**src/hdl/rrc_pkg.sv**
```systemverilog
// ----------------------------------------------------------------------------
// Rounded box coverage package
// Shared widths, register indexes and parameter defaults.
// ----------------------------------------------------------------------------
package rrc_pkg;

    localparam int DEF_MAX_FACTOR = 16;
    localparam int DEF_COORD_BITS = 12;

    localparam int CNT_W     = 9;
    localparam int FACTOR_W  = 5;
    localparam int CFG_IDX_W = 3;
    localparam int OUT_W     = 24;

    localparam logic [CFG_IDX_W-1:0] REG_FRAME_WIDTH   = 3'd0;
    localparam logic [CFG_IDX_W-1:0] REG_FRAME_HEIGHT  = 3'd1;
    localparam logic [CFG_IDX_W-1:0] REG_RADIUS_TL     = 3'd2;
    localparam logic [CFG_IDX_W-1:0] REG_RADIUS_TR     = 3'd3;
    localparam logic [CFG_IDX_W-1:0] REG_RADIUS_BR     = 3'd4;
    localparam logic [CFG_IDX_W-1:0] REG_RADIUS_BL     = 3'd5;
    localparam logic [CFG_IDX_W-1:0] REG_SAMPLE_FACTOR = 3'd6;

endpackage

```
**src/hdl/rounded_rect_pixel_coverage_unit.sv**
```systemverilog
// ----------------------------------------------------------------------------
// Rounded box pixel coverage unit
// Counts the subsamples of a pixel inside and outside a box with rounded
// corners, both scaled by the sample factor.
// ----------------------------------------------------------------------------
// One item at a time through a single shared multiplier. First the box,
// radii and pixel position are scaled by F, the effective sample factor,
// one value per scale step. Each subsample then gets the box and corner
// square checks in the test state and, per corner curve tested, one
// multiply for dx*dy and one for the square of the curve slack, stopping at
// the first curve it lies beyond. The done state hands the result to the
// output register and the idle state takes the next item. The result waits
// in the output register, so the next item is taken while it is still
// unread; a later result waits in the core until that register has been
// read.
module rounded_rect_pixel_coverage_unit
    import rrc_pkg::*;
#(
    parameter int MAX_FACTOR = DEF_MAX_FACTOR,
    parameter int COORD_BITS = DEF_COORD_BITS
) (
    input  logic                      i_clk,
    input  logic                      i_rst_n,
    input  logic                      i_cfg_we,
    input  logic [CFG_IDX_W-1:0]      i_cfg_idx,
    input  logic [COORD_BITS-1:0]     i_cfg_data,
    input  logic                      i_s_axis_tvalid,
    output logic                      o_s_axis_tready,
    // pixel_x, pixel_y
    input  logic [((2*(COORD_BITS+1)+7)/8)*8-1:0] i_s_axis_tdata,
    output logic                      o_m_axis_tvalid,
    input  logic                      i_m_axis_tready,
    // inside_count, outside_count
    output logic [OUT_W-1:0]          o_m_axis_tdata
);

    logic [COORD_BITS-1:0] r_frame_width;
    logic [COORD_BITS-1:0] r_frame_height;
    logic [COORD_BITS-1:0] r_radius_tl;
    logic [COORD_BITS-1:0] r_radius_tr;
    logic [COORD_BITS-1:0] r_radius_br;
    logic [COORD_BITS-1:0] r_radius_bl;
    logic [FACTOR_W-1:0]   r_sample_factor;

    logic                  r_out_valid;
    logic [CNT_W-1:0]      r_out_ins, r_out_outs;

    logic                  core_idle, res_valid, res_take, start;
    logic [CNT_W-1:0]      core_ins, core_outs;

    always_ff @(posedge i_clk) begin
        if (!i_rst_n) begin
            r_frame_width   <= '0;
            r_frame_height  <= '0;
            r_radius_tl     <= '0;
            r_radius_tr     <= '0;
            r_radius_br     <= '0;
            r_radius_bl     <= '0;
            r_sample_factor <= FACTOR_W'(1);
        end else if (i_cfg_we) begin
            case (i_cfg_idx)
                REG_FRAME_WIDTH:   r_frame_width   <= i_cfg_data;
                REG_FRAME_HEIGHT:  r_frame_height  <= i_cfg_data;
                REG_RADIUS_TL:     r_radius_tl     <= i_cfg_data;
                REG_RADIUS_TR:     r_radius_tr     <= i_cfg_data;
                REG_RADIUS_BR:     r_radius_br     <= i_cfg_data;
                REG_RADIUS_BL:     r_radius_bl     <= i_cfg_data;
                REG_SAMPLE_FACTOR: r_sample_factor <= i_cfg_data[FACTOR_W-1:0];
                default: begin
                end
            endcase
        end
    end

    assign start    = i_s_axis_tvalid && core_idle;
    assign res_take = res_valid && (!r_out_valid || i_m_axis_tready);

    rrc_core #(
        .MAX_FACTOR (MAX_FACTOR),
        .COORD_BITS (COORD_BITS)
    ) u_core (
        .i_clk      (i_clk),
        .i_rst_n    (i_rst_n),
        .i_start    (start),
        .i_px       (i_s_axis_tdata[COORD_BITS:0]),
        .i_py       (i_s_axis_tdata[2*COORD_BITS+1:COORD_BITS+1]),
        .i_width    (r_frame_width),
        .i_height   (r_frame_height),
        .i_rad_tl   (r_radius_tl),
        .i_rad_tr   (r_radius_tr),
        .i_rad_br   (r_radius_br),
        .i_rad_bl   (r_radius_bl),
        .i_factor   (r_sample_factor),
        .i_res_take (res_take),
        .o_idle     (core_idle),
        .o_res_valid(res_valid),
        .o_ins      (core_ins),
        .o_outs     (core_outs)
    );

    always_ff @(posedge i_clk) begin
        if (!i_rst_n) begin
            r_out_valid <= 1'b0;
        end else if (res_take) begin
            r_out_valid <= 1'b1;
        end else if (i_m_axis_tready) begin
            r_out_valid <= 1'b0;
        end
    end

    always_ff @(posedge i_clk) begin
        if (res_take) begin
            r_out_ins  <= core_ins;
            r_out_outs <= core_outs;
        end
    end

    assign o_s_axis_tready = core_idle;
    assign o_m_axis_tvalid = r_out_valid;
    assign o_m_axis_tdata  = {{(OUT_W-2*CNT_W){1'b0}}, r_out_outs, r_out_ins};

endmodule

```
**src/hdl/rrc_core.sv**
```systemverilog
// ----------------------------------------------------------------------------
// Rounded box coverage sequencer
// Scales the box, then walks the subsamples with one shared multiplier.
// ----------------------------------------------------------------------------
module rrc_core
    import rrc_pkg::*;
#(
    parameter int MAX_FACTOR = DEF_MAX_FACTOR,
    parameter int COORD_BITS = DEF_COORD_BITS
) (
    input  logic                  i_clk,
    input  logic                  i_rst_n,
    input  logic                  i_start,
    input  logic [COORD_BITS:0]   i_px,
    input  logic [COORD_BITS:0]   i_py,
    input  logic [COORD_BITS-1:0] i_width,
    input  logic [COORD_BITS-1:0] i_height,
    input  logic [COORD_BITS-1:0] i_rad_tl,
    input  logic [COORD_BITS-1:0] i_rad_tr,
    input  logic [COORD_BITS-1:0] i_rad_br,
    input  logic [COORD_BITS-1:0] i_rad_bl,
    input  logic [FACTOR_W-1:0]   i_factor,
    input  logic                  i_res_take,
    output logic                  o_idle,
    output logic                  o_res_valid,
    output logic [CNT_W-1:0]      o_ins,
    output logic [CNT_W-1:0]      o_outs
);

    localparam int FB = $clog2(MAX_FACTOR + 1);
    localparam int SW = COORD_BITS + FB;
    localparam int CW = SW + 2;
    localparam int PW = 2 * CW;

    localparam logic [2:0] ST_IDLE  = 3'd0;
    localparam logic [2:0] ST_SCALE = 3'd1;
    localparam logic [2:0] ST_TEST  = 3'd2;
    localparam logic [2:0] ST_MULA  = 3'd3;
    localparam logic [2:0] ST_MULB  = 3'd4;
    localparam logic [2:0] ST_DONE  = 3'd5;

    logic [2:0]           r_state, n_state;
    logic [2:0]           r_k;
    logic [FB-1:0]        r_f, n_f;
    logic [COORD_BITS:0]  r_px, r_py;
    logic [SW-1:0]        r_w, r_h;
    logic [SW-1:0]        r_rad [4];
    logic signed [CW-1:0] r_bx, r_sx, r_sy;
    logic [FB-1:0]        r_i, r_j;
    logic [SW-1:0]        r_dl, r_dr, r_dt, r_db;
    logic [3:0]           r_cmask;
    logic signed [CW-1:0] r_d;
    logic [PW-1:0]        r_p4;
    logic [CNT_W-1:0]     r_ins, r_outs;

    logic signed [CW-1:0] mul_a, mul_b;
    logic signed [PW-1:0] mul_p;
    logic [COORD_BITS-1:0] cfg_val;

    logic signed [CW-1:0] w_s, h_s, dr_s, db_s;
    logic                 box_out;
    logic [3:0]           cmask;
    logic [SW-1:0]        sel_dx, sel_dy, sel_r;
    logic signed [CW-1:0] d_s;
    logic [3:0]           mask_next;
    logic                 beyond;
    logic                 adv, adv_out, last_i, last_j;

    // effective factor: zero acts as one, large values saturate
    always_comb begin
        if (i_factor == '0) begin
            n_f = FB'(1);
        end else if (32'(i_factor) > MAX_FACTOR) begin
            n_f = FB'(MAX_FACTOR);
        end else begin
            n_f = FB'(i_factor);
        end
    end

    always_comb begin
        case (r_k)
            3'd0:    cfg_val = i_width;
            3'd1:    cfg_val = i_height;
            3'd2:    cfg_val = i_rad_tl;
            3'd3:    cfg_val = i_rad_tr;
            3'd4:    cfg_val = i_rad_br;
            3'd5:    cfg_val = i_rad_bl;
            default: cfg_val = '0;
        endcase
    end

    // box test and corner square membership
    always_comb begin
        w_s     = $signed({{(CW-SW){1'b0}}, r_w});
        h_s     = $signed({{(CW-SW){1'b0}}, r_h});
        dr_s    = w_s - CW'(1) - r_sx;
        db_s    = h_s - CW'(1) - r_sy;
        box_out = (r_sx < 0) || (r_sy < 0) || (r_sx >= w_s) || (r_sy >= h_s);
        cmask[0] = (r_rad[0] != '0) && (SW'(r_sx) < r_rad[0]) && (SW'(r_sy) < r_rad[0]);
        cmask[1] = (r_rad[1] != '0) && (SW'(dr_s) < r_rad[1]) && (SW'(r_sy) < r_rad[1]);
        cmask[2] = (r_rad[2] != '0) && (SW'(dr_s) < r_rad[2]) && (SW'(db_s) < r_rad[2]);
        cmask[3] = (r_rad[3] != '0) && (SW'(r_sx) < r_rad[3]) && (SW'(db_s) < r_rad[3]);
    end

    // lowest pending corner
    always_comb begin
        if (r_cmask[0]) begin
            sel_dx = r_dl; sel_dy = r_dt; sel_r = r_rad[0];
        end else if (r_cmask[1]) begin
            sel_dx = r_dr; sel_dy = r_dt; sel_r = r_rad[1];
        end else if (r_cmask[2]) begin
            sel_dx = r_dr; sel_dy = r_db; sel_r = r_rad[2];
        end else begin
            sel_dx = r_dl; sel_dy = r_db; sel_r = r_rad[3];
        end
        d_s = $signed({{(CW-SW){1'b0}}, sel_r}) - $signed({{(CW-SW){1'b0}}, sel_dx})
            - $signed({{(CW-SW){1'b0}}, sel_dy});
        mask_next = r_cmask & (r_cmask - 4'd1);
    end

    // shared multiplier
    always_comb begin
        case (r_state)
            ST_SCALE: begin
                if (r_k == 3'd6) begin
                    mul_a = $signed({{(CW-COORD_BITS-1){r_px[COORD_BITS]}}, r_px});
                end else if (r_k == 3'd7) begin
                    mul_a = $signed({{(CW-COORD_BITS-1){r_py[COORD_BITS]}}, r_py});
                end else begin
                    mul_a = $signed({{(CW-COORD_BITS){1'b0}}, cfg_val});
                end
                mul_b = $signed({{(CW-FB){1'b0}}, r_f});
            end
            ST_MULA: begin
                mul_a = $signed({{(CW-SW){1'b0}}, sel_dx});
                mul_b = $signed({{(CW-SW){1'b0}}, sel_dy});
            end
            ST_MULB: begin
                mul_a = r_d;
                mul_b = r_d;
            end
            default: begin
                mul_a = '0;
                mul_b = '0;
            end
        endcase
        mul_p = mul_a * mul_b;
    end

    assign beyond = !r_d[CW-1] && (r_p4 <= $unsigned(mul_p));
    assign last_i = (r_i == r_f - FB'(1));
    assign last_j = (r_j == r_f - FB'(1));

    always_comb begin
        n_state = r_state;
        adv     = 1'b0;
        adv_out = 1'b0;
        case (r_state)
            ST_IDLE: begin
                if (i_start) begin
                    n_state = ST_SCALE;
                end
            end
            ST_SCALE: begin
                if (r_k == 3'd7) begin
                    n_state = ST_TEST;
                end
            end
            ST_TEST: begin
                if (box_out) begin
                    adv     = 1'b1;
                    adv_out = 1'b1;
                end else if (cmask == 4'd0) begin
                    adv = 1'b1;
                end else begin
                    n_state = ST_MULA;
                end
            end
            ST_MULA: begin
                n_state = ST_MULB;
            end
            ST_MULB: begin
                if (beyond) begin
                    adv     = 1'b1;
                    adv_out = 1'b1;
                end else if (mask_next == 4'd0) begin
                    adv = 1'b1;
                end else begin
                    n_state = ST_MULA;
                end
            end
            ST_DONE: begin
                if (i_res_take) begin
                    n_state = ST_IDLE;
                end
            end
            default: n_state = ST_IDLE;
        endcase
        if (adv) begin
            n_state = (last_i && last_j) ? ST_DONE : ST_TEST;
        end
    end

    always_ff @(posedge i_clk) begin
        if (!i_rst_n) begin
            r_state <= ST_IDLE;
        end else begin
            r_state <= n_state;
        end
    end

    always_ff @(posedge i_clk) begin
        case (r_state)
            ST_IDLE: begin
                r_k    <= 3'd0;
                r_f    <= n_f;
                r_px   <= i_px;
                r_py   <= i_py;
                r_i    <= '0;
                r_j    <= '0;
                r_ins  <= '0;
                r_outs <= '0;
            end
            ST_SCALE: begin
                r_k <= r_k + 3'd1;
                case (r_k)
                    3'd0:    r_w <= SW'(mul_p);
                    3'd1:    r_h <= SW'(mul_p);
                    3'd2:    r_rad[0] <= SW'(mul_p);
                    3'd3:    r_rad[1] <= SW'(mul_p);
                    3'd4:    r_rad[2] <= SW'(mul_p);
                    3'd5:    r_rad[3] <= SW'(mul_p);
                    3'd6: begin
                        r_bx <= CW'(mul_p);
                        r_sx <= CW'(mul_p);
                    end
                    default: r_sy <= CW'(mul_p);
                endcase
            end
            ST_TEST: begin
                r_dl    <= SW'(r_sx);
                r_dr    <= SW'(dr_s);
                r_dt    <= SW'(r_sy);
                r_db    <= SW'(db_s);
                r_cmask <= cmask;
            end
            ST_MULA: begin
                r_p4 <= PW'({mul_p, 2'b00});
                r_d  <= d_s;
            end
            ST_MULB: begin
                r_cmask <= mask_next;
            end
            default: begin
            end
        endcase
        if (adv) begin
            if (adv_out) begin
                r_outs <= r_outs + CNT_W'(1);
            end else begin
                r_ins <= r_ins + CNT_W'(1);
            end
            if (last_i) begin
                r_i  <= '0;
                r_j  <= r_j + FB'(1);
                r_sx <= r_bx;
                r_sy <= r_sy + CW'(1);
            end else begin
                r_i  <= r_i + FB'(1);
                r_sx <= r_sx + CW'(1);
            end
        end
    end

    assign o_idle      = (r_state == ST_IDLE);
    assign o_res_valid = (r_state == ST_DONE);
    assign o_ins       = r_ins;
    assign o_outs      = r_outs;

    a_count_total: assert property (@(posedge i_clk) disable iff (!i_rst_n)
        (r_state == ST_DONE) |->
        ({1'b0, r_ins} + {1'b0, r_outs}) == (CNT_W+1)'(r_f * r_f))
        else $error("subsample counts do not add up to factor squared");

    a_corner_pending: assert property (@(posedge i_clk) disable iff (!i_rst_n)
        (r_state == ST_MULA || r_state == ST_MULB) |-> (r_cmask != 4'd0))
        else $error("curve test without a pending corner");

    a_index_range: assert property (@(posedge i_clk) disable iff (!i_rst_n)
        (r_state == ST_TEST) |-> (r_i < r_f) && (r_j < r_f))
        else $error("subsample index beyond factor");

    a_start_scale: assert property (@(posedge i_clk) disable iff (!i_rst_n)
        (r_state == ST_IDLE && i_start) |=> (r_state == ST_SCALE))
        else $error("accepted item did not start scaling");

endmodule

```
**config.mk**
```make
export PLATFORM = sky130hd
export DESIGN_NAME = rounded_rect_pixel_coverage_unit
export DESIGN_NICKNAME = d
export VERILOG_FILES = /design/src/hdl/rrc_pkg.sv /design/src/hdl/rounded_rect_pixel_coverage_unit.sv /design/src/hdl/rrc_core.sv
export SDC_FILE = /design/constraint.sdc
export NUM_CORES = 2
export LEC_CHECK = 0
export ABC_AREA = 1
export BUFFER_PORTS_ARGS = -buffer_cell sky130_fd_sc_hd__buf_2
export CELL_PAD_IN_SITES_DETAIL_PLACEMENT = 1
export CELL_PAD_IN_SITES_GLOBAL_PLACEMENT = 1
export CORE_UTILIZATION = 30
export CTS_CLUSTER_DIAMETER = 60
export DETAILED_ROUTE_END_ITERATION = 8
export PLACE_DENSITY_LB_ADDON = 0.05
export SKIP_LAST_GASP = 1
export SYNTH_ARGS = -nofsm -noshare
export SYNTH_HDL_FRONTEND = slang
export SYNTH_SLANG_ARGS = --single-unit
```
**constraint.sdc**
```tcl
create_clock -name i_clk -period 11.9 [get_ports i_clk]
set_input_delay 1.19 -clock i_clk [delete_from_list [all_inputs] [get_ports i_clk]]
set_output_delay 1.19 -clock i_clk [all_outputs]
set_load 0.01 [all_outputs]
```
==> parameters.txt <==
Parameter                              Value

Run status
  Status    finished clean

Yosys
  Mean instance size in the synthesized netlist    8.74 um^2
  Warnings, synthesis    0
  Commonest cells in the synthesized netlist    sky130_fd_sc_hd__inv_1 (866), sky130_fd_sc_hd__nand2_1 (856), sky130_fd_sc_hd__nor2_1 (459)
  Yosys top cell by area    sky130_fd_sc_hd__edfxtp_1
  Proportion of register bits with asynchronous set or reset after synthesis    0%
  Ys flop type    sky130_fd_sc_hd__edfxtp_1
  Top cell type's share of synthesized area    24.6%
  Yosys cell types    54
  Cells after synthesis    4,526
  Netlist Area Pre-Place    0.0396 mm^2
  #FFs+latches synth    approximately 450
  Most common cell in the synthesized netlist    sky130_fd_sc_hd__inv_1
  Top cells by area in the synthesized netlist    sky130_fd_sc_hd__edfxtp_1 (25%), sky130_fd_sc_hd__fa_1 (19%), sky130_fd_sc_hd__ha_1 (12%)
  Count of flip-flops with a built-in enable after synthesis    324
  Part of the Yosys area used for sequential elements    between 30 and 40%

Routing
  Number of iterations in the first detailed-routing pass    5
  Detailed-route wire length    between 100,000 and 150,000 um
  Avg Vias per Cell    ~4.7
  Via total after detailed routing    30,300
  DR WL/cell    21.4 um
  Count of routing violations after the opening detailed-route iteration    1,256
  Total DRC errors in the routed layout    0
  Number of nets still failing antenna checks after routing    0

Final layout
  Proportion of layout cells with a drive suffix above 1    7.86%
  Signed area change from the synthesized netlist to the final layout    14.0%
  Post-route cell area    0.0451 mm^2
  Number of nets in the finished design    5,508
  Post-layout util    34.7%

Timing
  Min Clock Period, post-route    11.16 ns
  Hold violation count in the final report    0
  Max-slew violations    0
  Final setup violation count    0
  Slew Limit Headroom    24.5%
  Worst Tran Pin Value    1.13 ns
  Aggregate negative setup slack    0 ns
  Clock Skews    ~0.043 ns
  RSZ-0062 raised after global routing    false
  Tcrit/Tclk final    93.7%
  Achievable clock frequency    0.0896 GHz

Placement
  HPWL after DPL    about 110,000 um
  IO Port Bufs    65
  Weighted congestion reported at the end of routability-driven placement    0.825
  Area of placed instances    0.0426 mm^2

Pwr
  Worst vdd rail ir drop    0.000131 V
  Overall power    0.0124 W
  Power density over cell area    274 mW/mm^2
  Share of power burned in the clock network    17.5%
  Internal power of the cells    0.00619 W
  Power spent charging and discharging nets    0.00619 W
  Power share of the sequential group    21.7%
  Static Leakage    21.4 nW
  Logic pwr share    between 60 and 70%
  Net Sw Frac    50.0%

Setup path
  Category of the most critical setup path    flop to flop
  Critical path startpoint category    flop
  Max stage delay on crit path    0.56 ns
  Critical path data arrival time    11.72 ns
  Type of element capturing the critical path    flop
  Minimum setup slack among reg-to-reg paths    0.74 ns
  Library cell appearing most often on the critical path    sky130_fd_sc_hd__nand2_1
  Req. time, crit path    12.46 ns
  Critical-path top delay cell    sky130_fd_sc_hd__fa_1
  Max Fanout on Critical Path    24

GRT
  Antenna violations before repair    5
  GR Util All Layers    21.4%
  Overflow left after global routing    0
  First-pass GRT wire length    210,000 um
  Number of global-route vias before repair    32,900
  Largest net degree at the start of global routing    80

Clock tree
  Maximum count of clock buffers along a single path    3
  Number of levels in the clock H-tree    3
  Worst-skew pair later-pin latency    0.65 ns
  Hold-fix buffers at CTS    0
  Root buf cell    sky130_fd_sc_hd__clkbuf_16
  Total clock buffers created by CTS    between 70 and 80
  Number of clock sinks    447
  Clock-pin transition on the worst setup and hold timing paths    approximately 0.050 ns
  Clock tree from TritonCTS    built

Run
  Count of max-cap constraint violations    0

Floorplan
  Floorplan row count    132
  Full die area    approximately 0.13 mm^2
  Die boundary height    365 um
  Starting utilization of the core area    30.4%
  Core ar.    0.130 mm^2
  Number of primary I/O pins    78
  Die X-Extent    365 um

Hold path
  Classification of the worst-slack hold path    flop to flop
final timing paths:
| check | end | cells after the start | from |
|---|---|---|---|
| max reg2reg | u_core.r_sy[0]$_DFF_P_ | 55 | u_core.r_k[1]$_SDFFCE_PN0P_ |
| max | u_core.r_sy[0]$_DFF_P_ | 55 | u_core.r_k[1]$_SDFFCE_PN0P_ |
| min reg2reg | r_radius_tr[3]$_SDFFE_PN0P_ | 2 | r_radius_tr[3]$_SDFFE_PN0P_ |
| min | r_radius_tr[3]$_SDFFE_PN0P_ | 2 | r_radius_tr[3]$_SDFFE_PN0P_ |
worst max-delay path, delay by kind of cell, from the launching register on:
kind	cells	cell delay, ns
AND/OR/NAND/NOR	24	2.51
adder cells (fa/ha/maj)	11	4.75
AO/OA/AOI/OAI	10	1.88
flip-flops	1	0.44
buffers and inverters	10	1.45
metal layers:
metal  wire, um  vias up  GRT usage [%]
met4       2950        2           5.09
met1      65100    15200           28.5
li1           -    14700              -
met5         13        -              0
met3       3430      123           2.39
met2      67300      316           36.8
through the flow:
step / hold slack (ns) / setup slack, ns / std cells
2_1_floorplan: 0.425 / 0.705 / 4531
3_3_place_gp: 0.438 / 0.444 / 6359
3_5_place_dp: 0.444 / 0.418 / 6359
4_1_cts: 0.451 / 0.336 / 6489
5_1_grt: 0.469 / 0.0370 / 6489
6_report: 0.451 / 0.744 / 6490
cells by family after synthesis:
| group | synth area share [%] |
|---|---|
| AO/OA/AOI/OAI | 7.98 |
| XOR/XNOR | 3.28 |
| adder cells (fa/ha/maj) | 31.3 |
| buffers and inverters | 9.52 |
| flip-flops | 30.8 |
| multiplexers | 0.860 |
| other | 0.00948 |
| AND/OR/NAND/NOR | 16.3 |
final cells by class:
cell class,count,area [um^2]
timing repair buffer,191,1290
multi-input combinational,3102,23700
clock buffer,87,1910
fill,15300,85000
tap,1742,2180
clock inverter,43,549
inverter,877,3300
antenna,1,2.50
sequential,447,12200
repair_timing:
action	in CTS	in global routing
resized for setup	0	6
setup endpoints to repair	0	72
setup buffers	0	0
layout by cell type, fill, tap and decap left out, types with 14 or more instances in the layout:
master	netlist	routed
sky130_fd_sc_hd__xnor2_1	35	35
sky130_fd_sc_hd__or2_2	23	23
sky130_fd_sc_hd__a21o_1	14	14
sky130_fd_sc_hd__edfxtp_1	324	324
sky130_fd_sc_hd__clkbuf_16	0	72
sky130_fd_sc_hd__fa_1	373	373
sky130_fd_sc_hd__nand2_1	856	854
sky130_fd_sc_hd__o211ai_1	20	20
sky130_fd_sc_hd__ha_1	392	391
sky130_fd_sc_hd__nand4_1	25	25
sky130_fd_sc_hd__nor3_1	42	39
sky130_fd_sc_hd__buf_4	9	124
sky130_fd_sc_hd__a22oi_1	16	16
sky130_fd_sc_hd__o21ai_1	16	16
sky130_fd_sc_hd__a21oi_1	204	204
sky130_fd_sc_hd__mux2i_1	34	34
sky130_fd_sc_hd__buf_2	20	65
sky130_fd_sc_hd__xor2_1	113	113
sky130_fd_sc_hd__nor2_1	459	452
sky130_fd_sc_hd__o21ai_0	227	225
sky130_fd_sc_hd__dfxtp_1	123	123
sky130_fd_sc_hd__inv_1	866	864
sky130_fd_sc_hd__nand3_1	148	148
flip-flops by register name, summed over array words and instances, names as in the netlist, 13 cells and up:
signal        count
u_core.r_dl      17
u_core.r_py      13
u_core.r_h       17
u_core.r_w       17
u_core.r_px      13
u_core.r_sy      19
u_core.r_sx      19
u_core.r_d       19
u_core.r_rad     68
u_core.r_dr      17
u_core.r_db      17
u_core.r_p4      36
u_core.r_dt      17
u_core.r_bx      19
power groups by stage:
stage          Clock (W)  Combinational, W  Sequential, W
3_5_place_dp           0           0.00764        0.00272
5_1_grt          0.00229           0.00854        0.00272
4_1_cts          0.00223           0.00770        0.00269
3_3_place_gp           0           0.00756        0.00271
6_report         0.00217           0.00753        0.00268
2_1_floorplan          0           0.00483        0.00259
No activity file was read; power rests on OpenSTA's default activity.
